==> src/sv/xxtea_pkg.sv <==
// ----------------------------------------------------------------------------
// xxtea_pkg
// Shared constants, types and functions of the XXTEA block cipher: register
// map, configuration bundle, round count table and the MX mix function.
// ----------------------------------------------------------------------------
package xxtea_pkg;

    // Word store geometry
    localparam int MAX_WORDS = 64;
    localparam int ADDR_W    = $clog2(MAX_WORDS);
    localparam int CNT_W     = $clog2(MAX_WORDS + 1);

    // Register file geometry
    localparam int DATA_W    = 32;
    localparam int PADDR_W   = 5;
    localparam int WORDS_W   = 7;
    localparam int ROUND_W   = 6;

    // Register indexes (byte address / 4)
    localparam logic [2:0] REG_KEY0  = 3'd0;
    localparam logic [2:0] REG_KEY1  = 3'd1;
    localparam logic [2:0] REG_KEY2  = 3'd2;
    localparam logic [2:0] REG_KEY3  = 3'd3;
    localparam logic [2:0] REG_WORDS = 3'd4;
    localparam logic [2:0] REG_MODE  = 3'd5;

    localparam logic [WORDS_W-1:0] WORDS_RESET = WORDS_W'(64);
    localparam logic [31:0]        TEA_DELTA   = 32'h9e37_79b9;

    typedef logic [3:0][31:0] t_key;

    // Configuration as seen by the datapath
    typedef struct packed {
        t_key             key;
        logic [CNT_W-1:0] words;    // effective block size, 2..MAX_WORDS
        logic             decrypt;
    } t_cfg;

    // Rounds = 6 + 52/n, written as a compare chain over the block size
    function automatic logic [ROUND_W-1:0] rounds_for(input logic [CNT_W-1:0] n);
        logic [ROUND_W-1:0] r;
        if      (n >= CNT_W'(53)) r = ROUND_W'(6);
        else if (n >= CNT_W'(27)) r = ROUND_W'(7);
        else if (n >= CNT_W'(18)) r = ROUND_W'(8);
        else if (n >= CNT_W'(14)) r = ROUND_W'(9);
        else if (n >= CNT_W'(11)) r = ROUND_W'(10);
        else if (n >= CNT_W'(9))  r = ROUND_W'(11);
        else if (n == CNT_W'(8))  r = ROUND_W'(12);
        else if (n == CNT_W'(7))  r = ROUND_W'(13);
        else if (n == CNT_W'(6))  r = ROUND_W'(14);
        else if (n == CNT_W'(5))  r = ROUND_W'(16);
        else if (n == CNT_W'(4))  r = ROUND_W'(19);
        else if (n == CNT_W'(3))  r = ROUND_W'(23);
        else                      r = ROUND_W'(32);
        return r;
    endfunction

    // MX mix of XXTEA
    function automatic logic [31:0] mix(input logic [31:0] z,
                                        input logic [31:0] y,
                                        input logic [31:0] sum,
                                        input logic [1:0]  p,
                                        input logic [1:0]  e,
                                        input t_key        key);
        logic [31:0] a;
        logic [31:0] b;
        a = ((z >> 5) ^ (y << 2)) + ((y >> 3) ^ (z << 4));
        b = (sum ^ y) + (key[p ^ e] ^ z);
        return a ^ b;
    endfunction

endpackage

==> src/sv/xxtea_ram.sv <==
// ----------------------------------------------------------------------------
// xxtea_ram
// Word store: one write port, one read port, registered read data,
// read-first when both ports hit the same entry.
// ----------------------------------------------------------------------------
module xxtea_ram (
    input  logic                        i_clk,
    input  logic                        i_we,
    input  logic [xxtea_pkg::ADDR_W-1:0] i_waddr,
    input  logic [31:0]                 i_wdata,
    input  logic                        i_re,
    input  logic [xxtea_pkg::ADDR_W-1:0] i_raddr,
    output logic [31:0]                 o_rdata
);
    import xxtea_pkg::*;

    logic [31:0] r_mem [MAX_WORDS];
    logic [31:0] r_rdata;

    // Write port
    always_ff @(posedge i_clk) begin
        if (i_we) begin
            r_mem[i_waddr] <= i_wdata;
        end
    end

    // Read port, registered
    always_ff @(posedge i_clk) begin
        if (i_re) begin
            r_rdata <= r_mem[i_raddr];
        end
    end

    assign o_rdata = r_rdata;

endmodule

==> src/sv/xxtea_regs.sv <==
// ----------------------------------------------------------------------------
// xxtea_regs
// APB register file: four key words, block size and mode. Presents the
// clamped block size and the key to the datapath as one bundle.
// ----------------------------------------------------------------------------
module xxtea_regs (
    input  logic                         i_clk,
    input  logic                         i_rst_n,
    input  logic                         psel,
    input  logic                         penable,
    input  logic                         pwrite,
    input  logic [xxtea_pkg::PADDR_W-1:0] paddr,
    input  logic [xxtea_pkg::DATA_W-1:0] pwdata,
    output logic [xxtea_pkg::DATA_W-1:0] prdata,
    output logic                         pready,
    output xxtea_pkg::t_cfg              o_cfg
);
    import xxtea_pkg::*;

    t_key               r_key;
    logic [WORDS_W-1:0] r_words;
    logic               r_mode;
    logic [2:0]         reg_idx;
    logic               wr_en;
    logic [CNT_W-1:0]   words_ext;

    assign pready  = 1'b1;
    assign reg_idx = paddr[4:2];
    assign wr_en   = psel & penable & pwrite & pready;

    // Register writes
    always_ff @(posedge i_clk) begin
        if (!i_rst_n) begin
            r_key   <= '0;
            r_words <= WORDS_RESET;
            r_mode  <= 1'b0;
        end else if (wr_en) begin
            case (reg_idx)
                REG_KEY0:  r_key[0] <= pwdata;
                REG_KEY1:  r_key[1] <= pwdata;
                REG_KEY2:  r_key[2] <= pwdata;
                REG_KEY3:  r_key[3] <= pwdata;
                REG_WORDS: r_words  <= pwdata[WORDS_W-1:0];
                REG_MODE:  r_mode   <= pwdata[0];
                default: ;
            endcase
        end
    end

    // Read back
    always_comb begin
        case (reg_idx)
            REG_KEY0:  prdata = r_key[0];
            REG_KEY1:  prdata = r_key[1];
            REG_KEY2:  prdata = r_key[2];
            REG_KEY3:  prdata = r_key[3];
            REG_WORDS: prdata = DATA_W'(r_words);
            REG_MODE:  prdata = DATA_W'(r_mode);
            default:   prdata = '0;
        endcase
    end

    // Clamp block size into 2..MAX_WORDS
    assign words_ext = CNT_W'(r_words);

    always_comb begin
        o_cfg.key     = r_key;
        o_cfg.decrypt = r_mode;
        if (words_ext < CNT_W'(2)) begin
            o_cfg.words = CNT_W'(2);
        end else if (words_ext > CNT_W'(MAX_WORDS)) begin
            o_cfg.words = CNT_W'(MAX_WORDS);
        end else begin
            o_cfg.words = words_ext;
        end
    end

endmodule

==> src/sv/xxtea_core.sv <==
// ----------------------------------------------------------------------------
// xxtea_core
// Load, round and emit sequencer around the word store. Each round step
// reads the neighbor word, mixes it with the carried word and writes the
// updated word back; a one-entry bypass covers the two-word block case.
// ----------------------------------------------------------------------------
module xxtea_core (
    input  logic            i_clk,
    input  logic            i_rst_n,
    input  xxtea_pkg::t_cfg i_cfg,
    input  logic            start,
    input  logic [31:0]     i_data_word,
    output logic            busy,
    output logic            o_valid,
    output logic [31:0]     o_result_word,
    output logic            o_last_word
);
    import xxtea_pkg::*;

    localparam logic [2:0] S_IDLE  = 3'd0;
    localparam logic [2:0] S_PREP0 = 3'd1;
    localparam logic [2:0] S_PREP1 = 3'd2;
    localparam logic [2:0] S_PREP2 = 3'd3;
    localparam logic [2:0] S_RUN   = 3'd4;
    localparam logic [2:0] S_EMIT  = 3'd5;

    logic [2:0]         r_state;
    logic [ADDR_W-1:0]  r_load_cnt;
    logic [ADDR_W-1:0]  r_idx;
    logic [ROUND_W-1:0] r_rounds;
    logic [31:0]        r_sum;
    logic [31:0]        r_carry;
    logic [31:0]        r_cur;
    logic               r_dec;
    logic               r_fwd_hit;
    logic [31:0]        r_fwd_data;
    logic               r_out_valid;
    logic               r_out_last;

    logic               mem_we;
    logic [ADDR_W-1:0]  mem_waddr;
    logic [31:0]        mem_wdata;
    logic               mem_re;
    logic [ADDR_W-1:0]  mem_raddr;
    logic [31:0]        mem_rdata;

    logic [ADDR_W-1:0]  last_idx;
    logic [ROUND_W-1:0] rounds;
    logic               accept;
    logic               block_full;
    logic [31:0]        nb_val;
    logic [31:0]        mx_z;
    logic [31:0]        mx_y;
    logic [31:0]        mx;
    logic [31:0]        new_val;
    logic [ADDR_W-1:0]  idx_next;
    logic [ADDR_W-1:0]  nb_first;
    logic [ADDR_W-1:0]  nb_next;
    logic               end_round;

    xxtea_ram u_ram (
        .i_clk   (i_clk),
        .i_we    (mem_we),
        .i_waddr (mem_waddr),
        .i_wdata (mem_wdata),
        .i_re    (mem_re),
        .i_raddr (mem_raddr),
        .o_rdata (mem_rdata)
    );

    assign last_idx   = ADDR_W'(i_cfg.words - CNT_W'(1));
    assign rounds     = rounds_for(i_cfg.words);
    assign busy       = (r_state != S_IDLE);
    assign accept     = start && !busy;
    assign block_full = (CNT_W'(r_load_cnt) + CNT_W'(1)) >= i_cfg.words;

    // Neighbor of the current step (used when priming) and next step index
    always_comb begin
        if (r_dec) begin
            nb_first = (r_idx == '0) ? last_idx : r_idx - ADDR_W'(1);
            idx_next = (r_idx == '0) ? last_idx : r_idx - ADDR_W'(1);
            nb_next  = (idx_next == '0) ? last_idx : idx_next - ADDR_W'(1);
            end_round = (r_idx == '0);
        end else begin
            nb_first = (r_idx == last_idx) ? '0 : r_idx + ADDR_W'(1);
            idx_next = (r_idx == last_idx) ? '0 : r_idx + ADDR_W'(1);
            nb_next  = (idx_next == last_idx) ? '0 : idx_next + ADDR_W'(1);
            end_round = (r_idx == last_idx);
        end
    end

    // Mix datapath
    assign nb_val  = r_fwd_hit ? r_fwd_data : mem_rdata;
    assign mx_z    = r_dec ? nb_val : r_carry;
    assign mx_y    = r_dec ? r_carry : nb_val;
    assign mx      = mix(mx_z, mx_y, r_sum, r_idx[1:0], r_sum[3:2], i_cfg.key);
    assign new_val = r_dec ? (r_cur - mx) : (r_cur + mx);

    // Memory port steering
    always_comb begin
        mem_we    = 1'b0;
        mem_waddr = r_idx;
        mem_wdata = new_val;
        mem_re    = 1'b0;
        mem_raddr = r_idx;
        case (r_state)
            S_IDLE: begin
                mem_we    = accept;
                mem_waddr = r_load_cnt;
                mem_wdata = i_data_word;
            end
            S_PREP0: begin
                mem_re    = 1'b1;
                mem_raddr = i_cfg.decrypt ? '0 : last_idx;
            end
            S_PREP1: begin
                mem_re    = 1'b1;
                mem_raddr = r_dec ? last_idx : '0;
            end
            S_PREP2: begin
                mem_re    = 1'b1;
                mem_raddr = nb_first;
            end
            S_RUN: begin
                mem_we    = 1'b1;
                mem_re    = 1'b1;
                mem_raddr = nb_next;
            end
            S_EMIT: begin
                mem_re    = 1'b1;
                mem_raddr = r_idx;
            end
            default: ;
        endcase
    end

    // Control sequencer
    always_ff @(posedge i_clk) begin
        if (!i_rst_n) begin
            r_state     <= S_IDLE;
            r_load_cnt  <= '0;
            r_idx       <= '0;
            r_rounds    <= '0;
            r_sum       <= '0;
            r_dec       <= 1'b0;
            r_fwd_hit   <= 1'b0;
            r_out_valid <= 1'b0;
            r_out_last  <= 1'b0;
        end else begin
            r_out_valid <= 1'b0;
            r_out_last  <= 1'b0;
            r_fwd_hit   <= 1'b0;
            case (r_state)
                S_IDLE: begin
                    // Count words in; start the block when full
                    if (accept) begin
                        if (block_full) begin
                            r_load_cnt <= '0;
                            r_state    <= S_PREP0;
                        end else begin
                            r_load_cnt <= r_load_cnt + ADDR_W'(1);
                        end
                    end
                end
                S_PREP0: begin
                    // Sample mode, set round count and starting sum
                    r_dec    <= i_cfg.decrypt;
                    r_rounds <= rounds;
                    r_sum    <= i_cfg.decrypt ?
                                32'(32'(rounds) * TEA_DELTA) : TEA_DELTA;
                    r_idx    <= i_cfg.decrypt ? last_idx : '0;
                    r_state  <= S_PREP1;
                end
                S_PREP1: begin
                    r_state <= S_PREP2;
                end
                S_PREP2: begin
                    r_state <= S_RUN;
                end
                S_RUN: begin
                    // One word update per cycle; bypass a write to the entry just read
                    r_fwd_hit <= (nb_next == r_idx);
                    r_idx     <= idx_next;
                    if (end_round) begin
                        r_rounds <= r_rounds - ROUND_W'(1);
                        r_sum    <= r_dec ? (r_sum - TEA_DELTA) : (r_sum + TEA_DELTA);
                        if (r_rounds == ROUND_W'(1)) begin
                            r_idx   <= '0;
                            r_state <= S_EMIT;
                        end
                    end
                end
                S_EMIT: begin
                    // Stream the block out, one word per cycle
                    r_out_valid <= 1'b1;
                    r_out_last  <= (r_idx == last_idx);
                    if (r_idx == last_idx) begin
                        r_state <= S_IDLE;
                    end else begin
                        r_idx <= r_idx + ADDR_W'(1);
                    end
                end
                default: begin
                    r_state <= S_IDLE;
                end
            endcase
        end
    end

    // Word registers around the mix
    always_ff @(posedge i_clk) begin
        case (r_state)
            S_PREP1: r_carry <= mem_rdata;
            S_PREP2: r_cur   <= mem_rdata;
            S_RUN: begin
                r_carry    <= new_val;
                r_cur      <= nb_val;
                r_fwd_data <= new_val;
            end
            default: ;
        endcase
    end

    assign o_valid       = r_out_valid;
    assign o_last_word   = r_out_last;
    assign o_result_word = mem_rdata;

    // Output words only follow the emit phase
    a_valid_from_emit: assert property (@(posedge i_clk) disable iff (!i_rst_n)
        r_out_valid |-> $past(r_state == S_EMIT))
        else $error("result strobe without emit phase");

    // The store is written only while loading or running rounds
    a_write_phase: assert property (@(posedge i_clk) disable iff (!i_rst_n)
        mem_we |-> (r_state == S_IDLE) || (r_state == S_RUN))
        else $error("store write outside load or round phase");

    // A round step never runs with no rounds left
    a_rounds_live: assert property (@(posedge i_clk) disable iff (!i_rst_n)
        (r_state == S_RUN) |-> (r_rounds != '0))
        else $error("round step with zero rounds left");

    // Bypass is needed only for two-word blocks
    a_fwd_two_words: assert property (@(posedge i_clk) disable iff (!i_rst_n)
        r_fwd_hit |-> $past(i_cfg.words == CNT_W'(2)))
        else $error("bypass hit on a block larger than two words");

    // Last-word flag is only raised together with the strobe
    a_last_with_valid: assert property (@(posedge i_clk) disable iff (!i_rst_n)
        $rose(r_out_last) |-> r_out_valid && $past(r_state == S_EMIT))
        else $error("last-word flag outside a result cycle");

endmodule

==> src/sv/xxtea_block_cipher.sv <==
// ----------------------------------------------------------------------------
// xxtea_block_cipher
// XXTEA block encrypt/decrypt over a block of 2..64 32-bit words.
// ----------------------------------------------------------------------------
// Usage:
//   Configure key words, block size and mode over the APB port while idle
//   (registers at byte addresses 0,4,..,20; pready is always high).
//   Feed one data word per cycle with start; a word is taken when start is
//   high and busy is low.
//   After the n-th word is taken, busy rises for the whole block: a priming
//   phase, then (6 + 52/n) rounds of n word updates at one update per cycle
//   through the word store's separate read and write ports, then the output
//   phase. Result words appear with o_valid for one cycle each, index zero
//   first, o_last_word on the final one; the receiver cannot stall them.
//   Reset clears the registers to key zero, 64 words, encrypt, and drops any
//   partly loaded block; the store itself is not cleared.
// ----------------------------------------------------------------------------
module xxtea_block_cipher (
    input  logic                         i_clk,
    input  logic                         i_rst_n,
    input  logic                         psel,
    input  logic                         penable,
    input  logic                         pwrite,
    input  logic [xxtea_pkg::PADDR_W-1:0] paddr,
    input  logic [xxtea_pkg::DATA_W-1:0] pwdata,
    output logic [xxtea_pkg::DATA_W-1:0] prdata,
    output logic                         pready,
    input  logic                         start,
    input  logic [31:0]                  i_data_word,
    output logic                         busy,
    output logic                         o_valid,
    output logic [31:0]                  o_result_word,
    output logic                         o_last_word
);
    import xxtea_pkg::*;

    t_cfg cfg;

    xxtea_regs u_regs (
        .i_clk   (i_clk),
        .i_rst_n (i_rst_n),
        .psel    (psel),
        .penable (penable),
        .pwrite  (pwrite),
        .paddr   (paddr),
        .pwdata  (pwdata),
        .prdata  (prdata),
        .pready  (pready),
        .o_cfg   (cfg)
    );

    xxtea_core u_core (
        .i_clk         (i_clk),
        .i_rst_n       (i_rst_n),
        .i_cfg         (cfg),
        .start         (start),
        .i_data_word   (i_data_word),
        .busy          (busy),
        .o_valid       (o_valid),
        .o_result_word (o_result_word),
        .o_last_word   (o_last_word)
    );

endmodule
==> config.mk <==
export PLATFORM = sky130hd
export DESIGN_NAME = xxtea_block_cipher
export DESIGN_NICKNAME = d
export VERILOG_FILES = /design/src/sv/xxtea_pkg.sv /design/src/sv/xxtea_ram.sv /design/src/sv/xxtea_regs.sv /design/src/sv/xxtea_core.sv /design/src/sv/xxtea_block_cipher.sv
export SDC_FILE = /design/constraint.sdc
export NUM_CORES = 2
export LEC_CHECK = 0
export BUFFER_PORTS_ARGS = -buffer_cell sky130_fd_sc_hd__clkbuf_2
export CORE_ASPECT_RATIO = 0.7
export CORE_MARGIN = 5
export CORE_UTILIZATION = 30
export DETAILED_ROUTE_END_ITERATION = 8
export GPL_ROUTABILITY_DRIVEN = 0
export SLEW_MARGIN = 20
export SYNTH_ARGS = -nofsm -noshare
export SYNTH_HDL_FRONTEND = slang
export SYNTH_SLANG_ARGS = --single-unit
==> constraint.sdc <==
create_clock -name i_clk -period 16.95 [get_ports i_clk]
set_input_delay 3.39 -clock i_clk [delete_from_list [all_inputs] [get_ports i_clk]]
set_output_delay 3.39 -clock i_clk [all_outputs]
set_load 0.03 [all_outputs]
==> out/results.ini <==
[logic_synthesis]
yosys-top-cells-count = 2176 x edfxtp_1, 1375 x nand2_1, 571 x mux2i_1
synth-seq-area-share = 0.631
yosysMostFrequentCell = edfxtp_1
syn_inst = 8572
async_reset_ff_frac = 0
yosys.area.top_type = edfxtp_1
yosys-top-cells-area = edfxtp_1 60%, mux2i_1 5.2%, nand2_1 4.7%
ys.flop_type = edfxtp_1
synth_seq_cells = 2369
synth_cell_types = 98
avgSynthCellArea_um2 = 12.8
yosys_warnings = 0
synth_top_area_frac = 0.596
syn-num-nets = 8878
syn_area_um2 = 110000
synth-edff-count = 2176

[cts]
cts_resized = 0
clkSlewWorstSetupHoldPaths_ns = 0.07
clk-insertion-delay-late_ns = 0.90
cts_buffers = 221
clockRootBuffer = clkbuf_16
clk_path_buf_depth = 4
post_cts.repair.setup_buffers = 0
ctsHoldBuffers = 0
htreeDepth = 4
clock_sinks = 2369
cts_tree = done

[drt]
wl_per_cell_um = 22.7
drtIter0Drc = 7760
drt-total-wl_um = 308000
via_per_inst = 5.29
num_vias = 71960
ant_nets = 0
drc = 0
dr.pass1.iters = 5

[min_path]
hold_depth = 2
hold_path.class = reg -> reg

[setup_path]
worst_path_most_repeated_cell = a21oi_1
startpoint = u_core.r_dec
r2r_start = u_core.r_dec
rr_worst_depth = 30
crit_path_start_kind = flop
end_kind = flop
r2r_slack_ns = 6.71
slowest_delay_ns = 0.74
crit_fanout = 92
endpoint = u_core.u_ram.r_mem[20][29]
cpMaxStageDelayCell = buf_4
crit_type = reg -> reg
rr_endpoint = u_core.u_ram.r_mem[20][29]
crit_required_ns = 17.46
arrival_ns = 10.75

[floorplanning]
start_util = 0.302
core_um2 = 364000
ios = 143
die_x_um = 733
rows = 185
dieArea_um2 = 378000
die_h_um = 516

[sta]
hold_viol = 0
fin_skew_ns = 0.0699
fin_crit_ns = 10.24
worst_hold_slack_ns = 0.480
slew_violations = 0
rsz0062_at_grt = no
tightestPinTransition_ns = 1.08
max_freq_mhz = 97.7
period_share = 0.604
fin_tns_setup_ns = 0
slew_headroom = 0.278
layout_setup_ws_ns = 6.71
setup_violations = 0

[global_routing]
grt.total_usage = 0.156
grt_pass1_wl_um = 452000
grt_max_degree = 169
grt_pass1_vias = 68125
grt_overflow = 0
antenna_found_initial = 15

[run]
maxCapViolCount = 0

[layout]
drive_gt1_frac = 0.101
syn2layout_area_growth_pct = 12.2
multi_input_area_um2 = 38300
final-seq-area_um2 = 69200
fillers = 34875
utilization = 0.338
fin_area_um2 = 123000
nets = 8864

[placement]
port_buffers = 139
place_area_um2 = 116000
pre_cts_slack_ns = 7.04
post-dp-hpwl_um = 189000

[pwr]
irDropWorstVdd_v = 0.0000948
cellPowerDensity_nw_per_um2 = 94.9
p_leak_nw = 40.1

[outcome]
status = finished, final reports clean

[state kept, by name, indices dropped and copies added, names as in the netlist]
register / count
u_core.r_load_cnt: 6
u_core.o_last_word: 1
u_core.u_ram.r_mem: 2048
u_regs.o_cfg: 128
u_core.r_fwd_hit: 1
u_regs.r_words: 7
u_core.o_valid: 1
u_core.r_idx: 6
u_core.r_sum: 32
u_core.r_cur: 32
u_core.u_ram.o_rdata: 32
u_regs.r_mode: 1
u_core.r_state: 3
u_core.r_dec: 1
u_core.r_fwd_data: 32
u_core.r_carry: 32
u_core.r_rounds: 6
[stage by stage]
| step | std cells | total power [mW] |
|---|---|---|
| after floorplan | 8572 | 6.89 |
| after global placement | 13195 | 7.08 |
| after detailed placement | 13195 | 7.10 |
| after CTS | 13587 | 11.8 |
| after global routing | 13599 | 12.1 |
| final | 13606 | 11.7 |
[final cells by class]
class | count | share of cell area
tap | 4862 | 0.0494
inverter | 161 | 0.00493
timing repair buffer | 313 | 0.0174
antenna | 17 | 0.000346
sequential | 2369 | 0.562
clock inverter | 105 | 0.00574
clock buffer | 287 | 0.0484
multi-input combinational | 5492 | 0.311
[layer usage]
metal | track usage | vias to the layer above | wire length, µm | part of all wire
met2 | 0.233 | 2831 | 133000 | 0.43
li1 | - | 32152 | - | -
met5 | 0 | - | 30 | 0.000097
met3 | 0.0315 | 421 | 27400 | 0.089
met1 | 0.232 | 36552 | 141000 | 0.46
met4 | 0.0353 | 4 | 6670 | 0.022
[worst min path at each step]
stage | start | to | slack [ns]
finish | u_regs.o_cfg[11] | u_regs.o_cfg[11] | 0.48
global route | u_regs.o_cfg[106] | u_regs.o_cfg[106] | 0.51
CTS | u_regs.o_cfg[80] | u_regs.o_cfg[80] | 0.48
detailed placement | u_regs.o_cfg[80] | u_regs.o_cfg[80] | 0.47
global placement | u_regs.o_cfg[63] | u_regs.o_cfg[63] | 0.46
floorplan | u_regs.o_cfg[73] | u_regs.o_cfg[73] | 0.45
[cell families (layout without fill, tap and decap cells)]
kind of cell / count (synthesis) / in the layout / share of synthesized area
xor gates and xnor gates: 340 / 340 / 0.0280
adders and majority gates: 231 / 231 / 0.0288
AOI/OAI and AO/OA: 1812 / 1812 / 0.120
other: 1 / 18 / 0.0000342
DFF: 2369 / 2369 / 0.631
and+or+nand+nor: 2457 / 2457 / 0.100
muxes: 651 / 651 / 0.0636
buffers and inverters: 711 / 866 / 0.0287
[worst max-delay path, delay by kind of cell (launching register included)]
kind,cells,cell delay [ns]
mux,1,0.22
xor+xnor,4,0.92
flops,1,0.34
buf+inv,4,1.84
compound gates,12,3.44
fa+ha+maj,3,0.95
simple gates,6,2.07
[power breakdown]
| part | switching [mW] | internal [mW] | total, mW |
|---|---|---|---|
| logic | 0.385 | 0.157 | 0.542 |
| clock network | 2.14 | 2.57 | 4.71 |
| registers | 0.00972 | 6.42 | 6.43 |
[placed cells by master (no fill, tap or decap), types with 160 or more instances in the layout]
master     synthesis  layout
xnor2_1          223     223
a21oi_1          255     251
edfxtp_1        2176    2176
nand2_1         1375    1363
a211oi_1         387     386
a311oi_1         160     160
buf_4             30     164
mux2i_1          571     571
ha_1             195     195
clkbuf_16          0     226
dfxtp_1          193     191
nor2_1           330     261
and2_1           335     335
nand3_1          175     175
Power figures use the tool's default switching activity.
